File: config.mk
export PLATFORM = sky130hd
export DESIGN_NAME = rect_overlap_suppress_table
export DESIGN_NICKNAME = d
export VERILOG_FILES = /design/src/design/rosup_pkg.sv /design/src/design/rosup_mem.sv /design/src/design/rosup_ovl.sv /design/src/design/rect_overlap_suppress_table.sv
export SDC_FILE = /design/constraint.sdc
export NUM_CORES = 2
export LEC_CHECK = 0
export BUFFER_PORTS_ARGS = -buffer_cell sky130_fd_sc_hd__buf_4
export CAP_MARGIN = 20
export CORE_MARGIN = 2
export CORE_UTILIZATION = 55
export DETAILED_ROUTE_END_ITERATION = 7
export MAX_ROUTING_LAYER = met4
export PLACE_DENSITY = 0.82
export SLEW_MARGIN = 20
export SYNTH_ARGS = -nofsm -noshare
export SYNTH_HDL_FRONTEND = slang
export SYNTH_SLANG_ARGS = --single-unit
File: constraint.sdc
create_clock -name i_clk -period 8.1 [get_ports i_clk]
set_input_delay 1.215 -clock i_clk [delete_from_list [all_inputs] [get_ports i_clk]]
set_output_delay 1.215 -clock i_clk [all_outputs]
set_load 0.03 [all_outputs]
File: src/design/rosup_pkg.sv
// ----------------------------------------------------------------------------
// Rectangle overlap suppression package
// Mode codes used by the table, and the fixed widths of its count fields and read index.
// ----------------------------------------------------------------------------
package rosup_pkg;

    // Item modes; the last code is unused and changes nothing.
    localparam logic [1:0] MODE_INSERT = 2'd0;
    localparam logic [1:0] MODE_READ   = 2'd1;
    localparam logic [1:0] MODE_CLEAR  = 2'd2;
    localparam logic [1:0] MODE_UNDEF  = 2'd3;

    // Fixed widths of the count fields and the read index.
    localparam int CNT_W = 5;
    localparam int IDX_W = 4;

endpackage

File: src/design/rosup_mem.sv
// ----------------------------------------------------------------------------
// Rectangle table memory
// One write port and one read port with registered read data.
// ----------------------------------------------------------------------------
module rosup_mem #(
    parameter int DEPTH = 16,
    parameter int WIDTH = 40
) (
    input  logic                     i_clk,
    input  logic                     i_we,
    input  logic [$clog2(DEPTH)-1:0] i_waddr,
    input  logic [WIDTH-1:0]         i_wdata,
    input  logic [$clog2(DEPTH)-1:0] i_raddr,
    output logic [WIDTH-1:0]         o_rdata
);

    logic [WIDTH-1:0] r_mem [DEPTH];
    logic [WIDTH-1:0] r_rdata;

    // Write port.
    always_ff @(posedge i_clk) begin
        if (i_we) begin
            r_mem[i_waddr] <= i_wdata;
        end
    end

    // Read port with registered read data.
    always_ff @(posedge i_clk) begin
        r_rdata <= r_mem[i_raddr];
    end

    assign o_rdata = r_rdata;

endmodule

File: src/design/rosup_ovl.sv
// ----------------------------------------------------------------------------
// Overlap datapath
// Two stages: intersection spans, then overlap area and stored entry area.
// ----------------------------------------------------------------------------
module rosup_ovl #(
    parameter int COORD_BITS = 10
) (
    input  logic                    i_clk,
    input  logic                    i_rst_n,
    input  logic                    i_valid,
    input  logic [4*COORD_BITS-1:0] i_entry,
    input  logic [4*COORD_BITS-1:0] i_new,
    output logic                    o_s1_valid,
    output logic                    o_valid,
    output logic [4*COORD_BITS-1:0] o_entry,
    output logic [2*COORD_BITS-1:0] o_ov,
    output logic [2*COORD_BITS-1:0] o_ae
);

    localparam int C = COORD_BITS;

    logic [C-1:0] ex, ey, ew, eh, nx, ny, nw, nh;
    logic [C:0]   x0, y0, x1, y1, ex1, ey1, nx1, ny1;
    logic [C-1:0] n_dx, n_dy;

    logic           r_s1v, r_s2v;
    logic [4*C-1:0] r_e1, r_e2;
    logic [C-1:0]   r_dx, r_dy;
    logic [2*C-1:0] r_ov, r_ae;

    assign {ex, ey, ew, eh} = i_entry;
    assign {nx, ny, nw, nh} = i_new;

    // Intersection spans; an empty span gives zero.
    always_comb begin
        ex1  = {1'b0, ex} + {1'b0, ew};
        ey1  = {1'b0, ey} + {1'b0, eh};
        nx1  = {1'b0, nx} + {1'b0, nw};
        ny1  = {1'b0, ny} + {1'b0, nh};
        x0   = (ex > nx) ? {1'b0, ex} : {1'b0, nx};
        y0   = (ey > ny) ? {1'b0, ey} : {1'b0, ny};
        x1   = (ex1 < nx1) ? ex1 : nx1;
        y1   = (ey1 < ny1) ? ey1 : ny1;
        n_dx = (x1 > x0) ? C'(x1 - x0) : '0;
        n_dy = (y1 > y0) ? C'(y1 - y0) : '0;
    end

    // Stage valid bits.
    always_ff @(posedge i_clk) begin
        if (!i_rst_n) begin
            r_s1v <= 1'b0;
            r_s2v <= 1'b0;
        end else begin
            r_s1v <= i_valid;
            r_s2v <= r_s1v;
        end
    end

    // Span stage, then product stage.
    always_ff @(posedge i_clk) begin
        r_e1 <= i_entry;
        r_dx <= n_dx;
        r_dy <= n_dy;
        r_e2 <= r_e1;
        r_ov <= r_dx * r_dy;
        r_ae <= r_e1[2*C-1:C] * r_e1[C-1:0];
    end

    assign o_s1_valid = r_s1v;
    assign o_valid    = r_s2v;
    assign o_entry    = r_e2;
    assign o_ov       = r_ov;
    assign o_ae       = r_ae;

endmodule

File: src/design/rect_overlap_suppress_table.sv
// ----------------------------------------------------------------------------
// Rectangle overlap suppression table
// Ordered table of rectangles with overlap-ratio suppression on insert.
// ----------------------------------------------------------------------------
//  Channel  | Handshake          | Payload
//  input    | i_valid / o_ready  | i_mode, i_rect_x/y/w/h, i_read_index
//  output   | o_valid / i_ready  | o_accepted, o_removed_count, o_entry_count,
//           |                    | o_table_full, o_out_valid, o_out_x/y/w/h
//
// An insert streams the stored entries through a read and compute pipeline
// (memory read register, span stage, product stage), one entry per cycle,
// writing kept entries back in compacted order. Read, clear and mode 3 skip the walk.
// Reset empties the table at once; memory contents need no clearing.
// A result waits in the output register until taken; the next item is
// accepted meanwhile and completes when the output register is free.
// ----------------------------------------------------------------------------
module rect_overlap_suppress_table #(
    parameter int TABLE_DEPTH = 16,
    parameter int COORD_BITS  = 10
) (
    input  logic                  i_clk,
    input  logic                  i_rst_n,
    input  logic                  i_valid,
    output logic                  o_ready,
    input  logic [1:0]            i_mode,
    input  logic [COORD_BITS-1:0] i_rect_x,
    input  logic [COORD_BITS-1:0] i_rect_y,
    input  logic [COORD_BITS-1:0] i_rect_w,
    input  logic [COORD_BITS-1:0] i_rect_h,
    input  logic [3:0]            i_read_index,
    output logic                  o_valid,
    input  logic                  i_ready,
    output logic                  o_accepted,
    output logic [4:0]            o_removed_count,
    output logic [4:0]            o_entry_count,
    output logic                  o_table_full,
    output logic                  o_out_valid,
    output logic [COORD_BITS-1:0] o_out_x,
    output logic [COORD_BITS-1:0] o_out_y,
    output logic [COORD_BITS-1:0] o_out_w,
    output logic [COORD_BITS-1:0] o_out_h
);

    localparam int C  = COORD_BITS;
    localparam int AW = $clog2(TABLE_DEPTH);
    localparam int CW = $clog2(TABLE_DEPTH + 1);

    typedef enum logic [2:0] {
        S_IDLE, S_WALK, S_DRAIN, S_DONE, S_RDWAIT, S_RDDONE
    } t_state;

    t_state          r_state;
    logic [1:0]      r_mode;
    logic [4*C-1:0]  r_new;
    logic [2*C-1:0]  r_an;
    logic [3:0]      r_idx;
    logic [CW-1:0]   r_cnt, r_rd, r_wr, r_rem;
    logic            r_rej, r_mv, r_hit;

    logic            r_ovld, r_oacc, r_ofull, r_oval;
    logic [4:0]      r_orem, r_ocnt;
    logic [4*C-1:0]  r_orect;

    logic            mem_we;
    logic [AW-1:0]   mem_waddr, mem_raddr;
    logic [4*C-1:0]  mem_wdata, mem_rdata;

    logic            ovl_s1v, ovl_v;
    logic [4*C-1:0]  ovl_entry;
    logic [2*C-1:0]  ovl_ov, ovl_ae;

    logic [2*C+2:0]  ov5, an2, ae2;
    logic            nz, rej_here, kill, out_free, out_load, idx_hit;

    // State memory and overlap datapath.
    rosup_mem #(.DEPTH(TABLE_DEPTH), .WIDTH(4*C)) u_mem (
        .i_clk   (i_clk),
        .i_we    (mem_we),
        .i_waddr (mem_waddr),
        .i_wdata (mem_wdata),
        .i_raddr (mem_raddr),
        .o_rdata (mem_rdata)
    );

    rosup_ovl #(.COORD_BITS(C)) u_ovl (
        .i_clk      (i_clk),
        .i_rst_n    (i_rst_n),
        .i_valid    (r_mv),
        .i_entry    (mem_rdata),
        .i_new      (r_new),
        .o_s1_valid (ovl_s1v),
        .o_valid    (ovl_v),
        .o_entry    (ovl_entry),
        .o_ov       (ovl_ov),
        .o_ae       (ovl_ae)
    );

    // Suppression decision for the entry leaving the datapath.
    always_comb begin
        ov5      = {1'b0, ovl_ov, 2'b00} + {3'b000, ovl_ov};
        an2      = {2'b00, r_an, 1'b0};
        ae2      = {2'b00, ovl_ae, 1'b0};
        nz       = (ovl_ov != '0);
        rej_here = ovl_v && !r_rej && nz && (ov5 >= an2);
        kill     = ovl_v && !r_rej && nz && !(ov5 >= an2) && (ov5 >= ae2);
        out_free = !r_ovld || i_ready;
        out_load = out_free && ((r_state == S_DONE) || (r_state == S_RDDONE));
        idx_hit  = (32'(i_read_index) < 32'(r_cnt));
    end

    // Memory port selection: compacted write-back, or the final append.
    // A read holds its index on the read port until the result is loaded.
    always_comb begin
        mem_we    = 1'b0;
        mem_waddr = r_wr[AW-1:0];
        mem_wdata = ovl_entry;
        if (r_state == S_IDLE) begin
            mem_raddr = AW'(i_read_index);
        end else if (r_mode == rosup_pkg::MODE_READ) begin
            mem_raddr = AW'(r_idx);
        end else begin
            mem_raddr = r_rd[AW-1:0];
        end
        if (ovl_v && !kill) begin
            mem_we = 1'b1;
        end else if (r_state == S_DONE && r_mode == rosup_pkg::MODE_INSERT &&
                     out_free && !r_rej && 32'(r_wr) < TABLE_DEPTH) begin
            mem_we    = 1'b1;
            mem_wdata = r_new;
        end
    end

    assign o_ready = (r_state == S_IDLE);

    // Entry issue strobe: one stored entry enters the datapath per walk cycle.
    always_ff @(posedge i_clk) begin
        if (!i_rst_n) begin
            r_mv <= 1'b0;
        end else begin
            r_mv <= (r_state == S_WALK) && (r_rd < r_cnt);
        end
    end

    // Control sequencer and output register.
    always_ff @(posedge i_clk) begin
        if (!i_rst_n) begin
            r_state <= S_IDLE;
            r_cnt   <= '0;
            r_ovld  <= 1'b0;
        end else begin
            if (out_load) begin
                r_ovld <= 1'b1;
            end else if (i_ready) begin
                r_ovld <= 1'b0;
            end
            if (ovl_v) begin
                if (rej_here) begin
                    r_rej <= 1'b1;
                end
                if (kill) begin
                    r_rem <= r_rem + 1'b1;
                end else begin
                    r_wr <= r_wr + 1'b1;
                end
            end
            case (r_state)
                S_IDLE: begin
                    if (i_valid) begin
                        r_mode <= i_mode;
                        r_new  <= {i_rect_x, i_rect_y, i_rect_w, i_rect_h};
                        r_an   <= i_rect_w * i_rect_h;
                        r_idx  <= i_read_index;
                        r_hit  <= idx_hit;
                        r_rd   <= '0;
                        r_wr   <= '0;
                        r_rem  <= '0;
                        r_rej  <= 1'b0;
                        if (i_mode == rosup_pkg::MODE_INSERT) begin
                            r_state <= S_WALK;
                        end else if (i_mode == rosup_pkg::MODE_READ) begin
                            r_state <= S_RDWAIT;
                        end else begin
                            r_state <= S_DONE;
                        end
                    end
                end
                S_WALK: begin
                    if (r_rd < r_cnt) begin
                        r_rd <= r_rd + 1'b1;
                    end else begin
                        r_state <= S_DRAIN;
                    end
                end
                S_DRAIN: begin
                    if (!r_mv && !ovl_s1v) begin
                        r_state <= S_DONE;
                    end
                end
                S_RDWAIT: begin
                    r_state <= S_RDDONE;
                end
                S_RDDONE: begin
                    if (out_free) begin
                        r_oacc   <= 1'b0;
                        r_ofull  <= 1'b0;
                        r_orem   <= '0;
                        r_ocnt   <= 5'(r_cnt);
                        r_oval   <= r_hit;
                        r_orect  <= r_hit ? mem_rdata : '0;
                        r_state  <= S_IDLE;
                    end
                end
                S_DONE: begin
                    if (out_free) begin
                        r_oval  <= 1'b0;
                        r_orect <= '0;
                        r_state <= S_IDLE;
                        case (r_mode)
                            rosup_pkg::MODE_INSERT: begin
                                r_orem <= 5'(r_rem);
                                if (r_rej) begin
                                    r_cnt   <= r_wr;
                                    r_ocnt  <= 5'(r_wr);
                                    r_oacc  <= 1'b0;
                                    r_ofull <= 1'b0;
                                end else if (32'(r_wr) < TABLE_DEPTH) begin
                                    r_cnt   <= r_wr + 1'b1;
                                    r_ocnt  <= 5'(r_wr + 1'b1);
                                    r_oacc  <= 1'b1;
                                    r_ofull <= 1'b0;
                                end else begin
                                    r_cnt   <= r_wr;
                                    r_ocnt  <= 5'(r_wr);
                                    r_oacc  <= 1'b0;
                                    r_ofull <= 1'b1;
                                end
                            end
                            rosup_pkg::MODE_CLEAR: begin
                                r_cnt   <= '0;
                                r_ocnt  <= '0;
                                r_oacc  <= 1'b0;
                                r_ofull <= 1'b0;
                                r_orem  <= '0;
                            end
                            default: begin
                                r_ocnt  <= 5'(r_cnt);
                                r_oacc  <= 1'b0;
                                r_ofull <= 1'b0;
                                r_orem  <= '0;
                            end
                        endcase
                    end
                end
                default: begin
                    r_state <= S_IDLE;
                end
            endcase
        end
    end

    assign o_valid         = r_ovld;
    assign o_accepted      = r_oacc;
    assign o_removed_count = r_orem;
    assign o_entry_count   = r_ocnt;
    assign o_table_full    = r_ofull;
    assign o_out_valid     = r_oval;
    assign {o_out_x, o_out_y, o_out_w, o_out_h} = r_orect;

endmodule

### Yosys cells after proc, flatten, opt, wreduce, memory -nomap -nowiden

Memories as Yosys holds them, arrays and structs flattened. A register that Yosys moved wholly into a read port is not among the register bits.
Index checks and enable logic that the tools add are counted.

* register bits after elaboration: 288
* memory bits (writable): 640
* input port bits: 50
* output and inout port bits: 55
* word-level logic and storage cells: 164
* memories: 1

Memories
* u_mem.r_mem: words 16, bits a word 40, rd ports 1, clocked after memory_dff 1, wr ports 1, RTL line rosup_mem.sv:17 `logic [WIDTH-1:0] r_mem [DEPTH];`

* $add $sub $neg: 10
* $mul: 3
* $lt $le $gt $ge: 11
* eq/ne operators: 15
* muxes and demuxes: 63
* reduce and logical (&&, ||, !) cells: 34

Operator list (number)
* $mux W40: 5
* $mux W5: 17
* $pmux W40 S2: 1
* $mul A10 B10 Y20: 3
* $ge A23 B21 Y1: 2
* $add A10 B10 Y11: 4
* $pmux W5 S2: 4
* $add A22 B20 Y23: 1
* $gt A11 B10 Y1: 2
* $lt A11 B11 Y1: 2
* $mux W11: 2
* $gt A10 B10 Y1: 2
* $mux W1: 20
* $mux W10: 2
* $reduce_bool A20 Y1: 1
* $sub A10 B10 Y10: 2
* $mux W3: 6
* $add A5 B1 Y5 const B: 3
* $pmux W3 S5: 1
* $logic_and A1 B1 Y1: 13
* $reduce_and A4 Y1: 3
* $ne A2 B2 Y1 const B: 5
* $mux W4: 2
* $eq A3 B2 Y1 const B: 2
* other kinds (17): 31

### Longest topological paths before layout

* word-level depth: 10
* mapped depth: 29
* gate-level depth less buffers: 28

### By module

A second synthesis with hierarchy kept.

* cells, all modules: 3594
* area total of the unflattened synthesis: 50018.0 um2

By module, submodules not included
* rosup_mem: times used 1, cells each 1040, area each 25131.6 um2, seq. area each 20019.2 um2
* rosup_ovl: times used 1, cells each 1443, area each 13301.5 um2, seq. area each 2842.7 um2
* rect_overlap_suppress_table: times used 1, cells each 1111, area each 11584.9 um2, seq. area each 4284.1 um2

### Worst setup path after synthesis

Ideal clock, no wire load.

* path type: register to register
* from: register u_ovl.r_ov[2], in the netlist u_ovl.o_ov[2]
* to: memory u_mem.r_mem[0][0], enable pin
* setup time: 0.487 ns
* arrival time: 6.705 ns
* required time: 7.613 ns
* slack: 0.908 ns
* stages on the path, launching flop included: 24
* buffers on the path: 1
* period minus slack after synthesis: 7.192 ns
* path through: dfxtp_1 ha_1 inv_1 fa_1 nand2b_1 a21oi_1 o21ai_1 a211oi_1 o21a_1 or4_1 a31o_2 a21oi_1 xnor2_1 ha_1 nand3_1 nor3_1 o211ai_1 a21oi_1 nor4_1 and3_1 buf_6 a21boi_4 o21ai_0 nor3_1

* cells in the longest elaborated chain, start to end: 10
* elaborated cells on any way between the ends: 13
* those cells by class: 1 x add/sub; 2 x order compare; 3 x mux; 7 x reduce/logical

Ends and longest elaborated chain
* from (decl): RTL line rosup_ovl.sv:29 `logic [2*C-1:0] r_ov, r_ae;`
* from (signal assigned): RTL line rosup_ovl.sv:65 `r_ov <= r_dx * r_dy;`
* $add A22 B20 Y23: RTL line rect_overlap_suppress_table.sv:100 `ov5 = {1'b0, ovl_ov, 2'b00} + {3'b000, ovl_ov};`
* $ge A23 B21 Y1: RTL line rect_overlap_suppress_table.sv:105 `kill = ovl_v && !r_rej && nz && !(ov5 >= an2) && (ov5 >= ae2);`
* $logic_not A1 Y1: RTL line rect_overlap_suppress_table.sv:105
* $logic_and A1 B1 Y1: RTL line rect_overlap_suppress_table.sv:105
* $logic_and A1 B1 Y1 (*): RTL line rect_overlap_suppress_table.sv:105
* $logic_not A1 Y1 (*): RTL line rect_overlap_suppress_table.sv:124 `if (ovl_v && !kill) begin`
* $logic_and A1 B1 Y1 (*): RTL line rect_overlap_suppress_table.sv:124
* $mux W1 (*): RTL line rect_overlap_suppress_table.sv:124
* $mux W1 (*): RTL line rosup_mem.sv:22 `if (i_we) begin`
* $mux W1 (implied by the code) (*): RTL line rosup_mem.sv:23 `r_mem[i_waddr] <= i_wdata;`
* to (decl): RTL line rosup_mem.sv:17

Every way passes the cells marked *; elsewhere a longest branch is shown, timed or not.

### Worst setup path after layout

* from: register r_new[30]
* to: register u_ovl.r_dx[5]

* cells in the longest elaborated chain, start to end: 4
* elaborated cells on any way between the ends: 7
* those cells by class: 2 x add/sub; 3 x order compare; 2 x mux

Ends and longest elaborated chain
* from (decl): RTL line rect_overlap_suppress_table.sv:54 `logic [4*C-1:0] r_new;`
* from (signal assigned): RTL line rect_overlap_suppress_table.sv:170 `r_new <= {i_rect_x, i_rect_y, i_rect_w, i_rect_h};`
* $add A10 B10 Y11: RTL line rosup_ovl.sv:38 `nx1 = {1'b0, nx} + {1'b0, nw};`
* $lt A11 B11 Y1: RTL line rosup_ovl.sv:42 `x1 = (ex1 < nx1) ? ex1 : nx1;`
* $mux W11: RTL line rosup_ovl.sv:42
* $sub A10 B10 Y10 / $gt A11 B10 Y1 (equally long branches): RTL line rosup_ovl.sv:44 `n_dx = (x1 > x0) ? C'(x1 - x0) : '0;`
* to (signal assigned): RTL line rosup_ovl.sv:62 `r_dx <= n_dx;`
* to (decl): RTL line rosup_ovl.sv:28 `logic [C-1:0] r_dx, r_dy;`

Parallel ways exist; a longest one is shown, timed or not.
A chain may end at the register's enable or synchronous reset.

==> results.sh <==
export IMPL_core_area_sq_um=89700
export IMPL_synth_distinct_cells=80
export IMPL_die_h_um=305
export IMPL_r2r_end="u_ovl.r_dx[5]$_SDFF_PP0_"
export IMPL_rrSetupSlack_ns=1.60
export IMPL_die_area_sq_um=92800
export IMPL_hold_viol=0
export IMPL_maxCapViolations=0
export IMPL_timing_rr_start="r_new[30]$_DFFE_PP_"
export IMPL_min_to="u_ovl.o_entry[35]$_DFF_P_"
export IMPL_fp_row_count=110
export IMPL_cts_path_max_buffers=3
export IMPL_routed_via_count=29600
export IMPL_synth_net_count=4121
export IMPL_clock_latency_ns=0.67
export IMPL_maxSlewViolCount=0
export IMPL_hold_class="flop to flop"
export IMPL_track_usage_pct=26.8
export IMPL_rsz0062_at_grt="no"
export IMPL_final_common_cell="edfxtp_1"
export IMPL_htree_levels=3
export IMPL_yosysSeqAreaShare_pct=54.6
export IMPL_root_buffer="clkbuf_16"
export IMPL_num_fill_cells=6430
export IMPL_worst_path_max_fanout=13
export IMPL_grt_pass1_vias=30400
export IMPL_maxSlewHeadroom_pct=26.7
export IMPL_ctsResizeCount=0
export IMPL_holdBufCountCts=0
export IMPL_tightest_slew_ns=1.10
export IMPL_drive_above_1_share_pct=14.3
export IMPL_ys_seq_elements=968
export IMPL_antenna_found_initial=2
export IMPL_grt_max_degree=121
export IMPL_clock_sinks=968
export IMPL_port_buffers=104
export IMPL_drt_iter0_markers=2934
export IMPL_status="completed"
export IMPL_syn_to_final_growth_pct=11.0
export IMPL_dieWidth_um=305
export IMPL_setup_viol=0
export IMPL_drt_first_pass_iters=6
export IMPL_pin_count=105
export IMPL_postRouteAntennaNets=0
export IMPL_final_cell_count_no_fill=4904
export IMPL_yosysWarnings=0
export IMPL_fin_crit_sh_pct=80.3
export IMPL_required_ns=8.64
export IMPL_cts_setup_buffers=0
export IMPL_hold_ws_ns=0.324
export IMPL_drt_total_wl_um=120000
export IMPL_grt_overflow=0
export IMPL_syn_avg_cell_area_sq_um=14.0
export IMPL_synth_edf_count=776
export IMPL_synthesis_area_sq_um=49700
export IMPL_worstHoldStart="u_ovl.r_e1[35]$_DFF_P_"
export IMPL_cts_made_buffers=94
export IMPL_cts_clk_slew_worst_paths_ns=0.06
export IMPL_post_route_drc_count=0
export IMPL_clock_fmax_mhz=154
export IMPL_period_minus_slack_ns=6.50
export IMPL_layout_nets=4224
export IMPL_dp_hpwl_um=77600
export IMPL_hold_path_depth=0
export IMPL_fin_skew_ns=0.0410
export IMPL_gp_congestion=0.927
export IMPL_end_kind="flop"
export IMPL_grt_pass1_wl_um=182000
export IMPL_async_reset_ff_share_pct=0
export IMPL_start_kind="flop"
export IMPL_via_per_inst=6.04
export IMPL_cts_tree="done"
export IMPL_synth_flop_cell="edfxtp_1"
export IMPL_fin_setup_tns_ns=0
export IMPL_layout_common_cells="edfxtp_1 (776), inv_1 (343), ha_1 (337)"
export IMPL_worstPathArrival_ns=7.04
export IMPL_path_class="flop to flop"
export IMPL_rr_worst_depth=27
export IMPL_dp_cells=4724
export IMPL_routedWlPerCell_um=24.4
export IMPL_initial_core_util_pct=55.4
export IMPL_syn_instance_count=3541
## worst max-delay path: stages (launching register included)
cell and delay, ns:
edfxtp_1 0.54, ha_1 0.29, fa_1 0.42, a21o_1 0.18
a21oi_1 0.23, o21bai_1 0.13, a2111oi_0 0.43, nor2_1 0.13
xnor2_1 0.23, ha_1 0.28, o21ai_0 0.09, nand2b_1 0.07
a21oi_1 0.15, nor2b_1 0.06, o221ai_1 0.52, buf_4 0.30
nor2_1 0.05, a21oi_1 0.22, ha_1 0.28, nor2b_1 0.12
o21ai_0 0.20, a21boi_0 0.15, o21ai_0 0.31, a21oi_1 0.19
nand4_1 0.13, nand4b_1 0.11, a22oi_2 0.42, nor2_1 0.12
## state kept, by name (all words and copies together) (netlist names), 10 cells and up
name,flops
r_orect,40
u_mem.r_mem,640
u_ovl.o_ae,20
u_ovl.r_dy,10
u_mem.o_rdata,40
r_an,20
u_ovl.o_ov,20
u_ovl.r_dx,10
u_ovl.r_e1,40
r_new,40
u_ovl.o_entry,40
## metrics by stage
step / setup slack, ns / util, % / cell area, sq um
after floorplan: 0.908 / - / 49700
after global placement: 1.64 / 57.8 / 51800
after detailed placement: 1.52 / 57.8 / 51800
after CTS: 1.34 / 61.5 / 55200
after global routing: 1.11 / 61.5 / 55200
final: 1.60 / 61.5 / 55200
## Yosys cell counts (all sizes together), types with 10 or more instances
| cell | n | share of area [%] |
|---|---|---|
| a21boi | 10 | 0.17 |
| mux4 | 160 | 7.2 |
| a211oi | 50 | 0.76 |
| a21oi | 148 | 1.5 |
| buf | 43 | 0.49 |
| and2 | 160 | 2.0 |
| a21o | 56 | 0.85 |
| fa | 193 | 7.8 |
| nand2 | 221 | 1.7 |
| xnor2 | 82 | 1.4 |
| ha | 337 | 8.5 |
| nand2b | 29 | 0.38 |
| nand3 | 22 | 0.22 |
| clkbuf | 86 | 0.65 |
| mux2 | 45 | 1.3 |
| dfxtp | 192 | 7.7 |
| inv | 343 | 2.6 |
| nor2 | 111 | 0.84 |
| o21ai | 78 | 0.79 |
| or3 | 10 | 0.13 |
| edfxtp | 776 | 47 |
| and3 | 49 | 0.62 |
| xor2 | 37 | 0.65 |
| o21a | 21 | 0.32 |
| nand4 | 14 | 0.18 |
| mux2i | 73 | 1.5 |
| nor3 | 31 | 0.32 |
| nor2b | 63 | 0.79 |
## final cells by class
cell class,count,area (sq um),share of cell area (%)
clock inverter,50,694,1.26
sequential,968,27100,49.2
antenna,3,7.51,0.0136
inverter,343,1290,2.33
tap,1176,1470,2.67
timing repair buffer,136,1050,1.90
clock buffer,127,2630,4.77
multi-input combinational,2101,20900,37.9
## how the worst max path moves through the flow
stage | from | endpoint | slack, ns | depth (start not counted)
2_1_floorplan | u_ovl.o_ov[2]$_DFF_P_ | u_mem.r_mem[0][0]$_DFFE_PP_ | 0.91 | 23
3_3_place_gp | i_rect_w[8] | r_an[18]$_DFFE_PP_ | 1.64 | 19
3_5_place_dp | u_ovl.o_ov[2]$_DFF_P_ | u_mem.r_mem[14][20]$_DFFE_PP_ | 1.52 | 22
4_1_cts | u_ovl.o_ov[2]$_DFF_P_ | u_mem.r_mem[14][9]$_DFFE_PP_ | 1.34 | 22
5_1_grt | r_new[30]$_DFFE_PP_ | u_ovl.r_dx[2]$_SDFF_PP0_ | 1.11 | 27
6_report | r_new[30]$_DFFE_PP_ | u_ovl.r_dx[5]$_SDFF_PP0_ | 1.60 | 27
## metal layers
metal	routed length, um	share of wire [%]	GRT usage [%]
met3	8370	7.0	3.77
met4	6290	5.2	12.9
met5	0	0	-
met1	45900	38	32.9
met2	59300	49	44.0
## kinds of logic after synthesis
family	synth area share, %
flops	54.6
xor+xnor	2.10
fa+ha+maj	16.3
buf+inv	3.72
compound gates	5.69
mux	10.0
simple gates	7.61
Power is not shown: default switching activity piles up to over one toggle a cycle in this logic, so the estimate is an artifact.
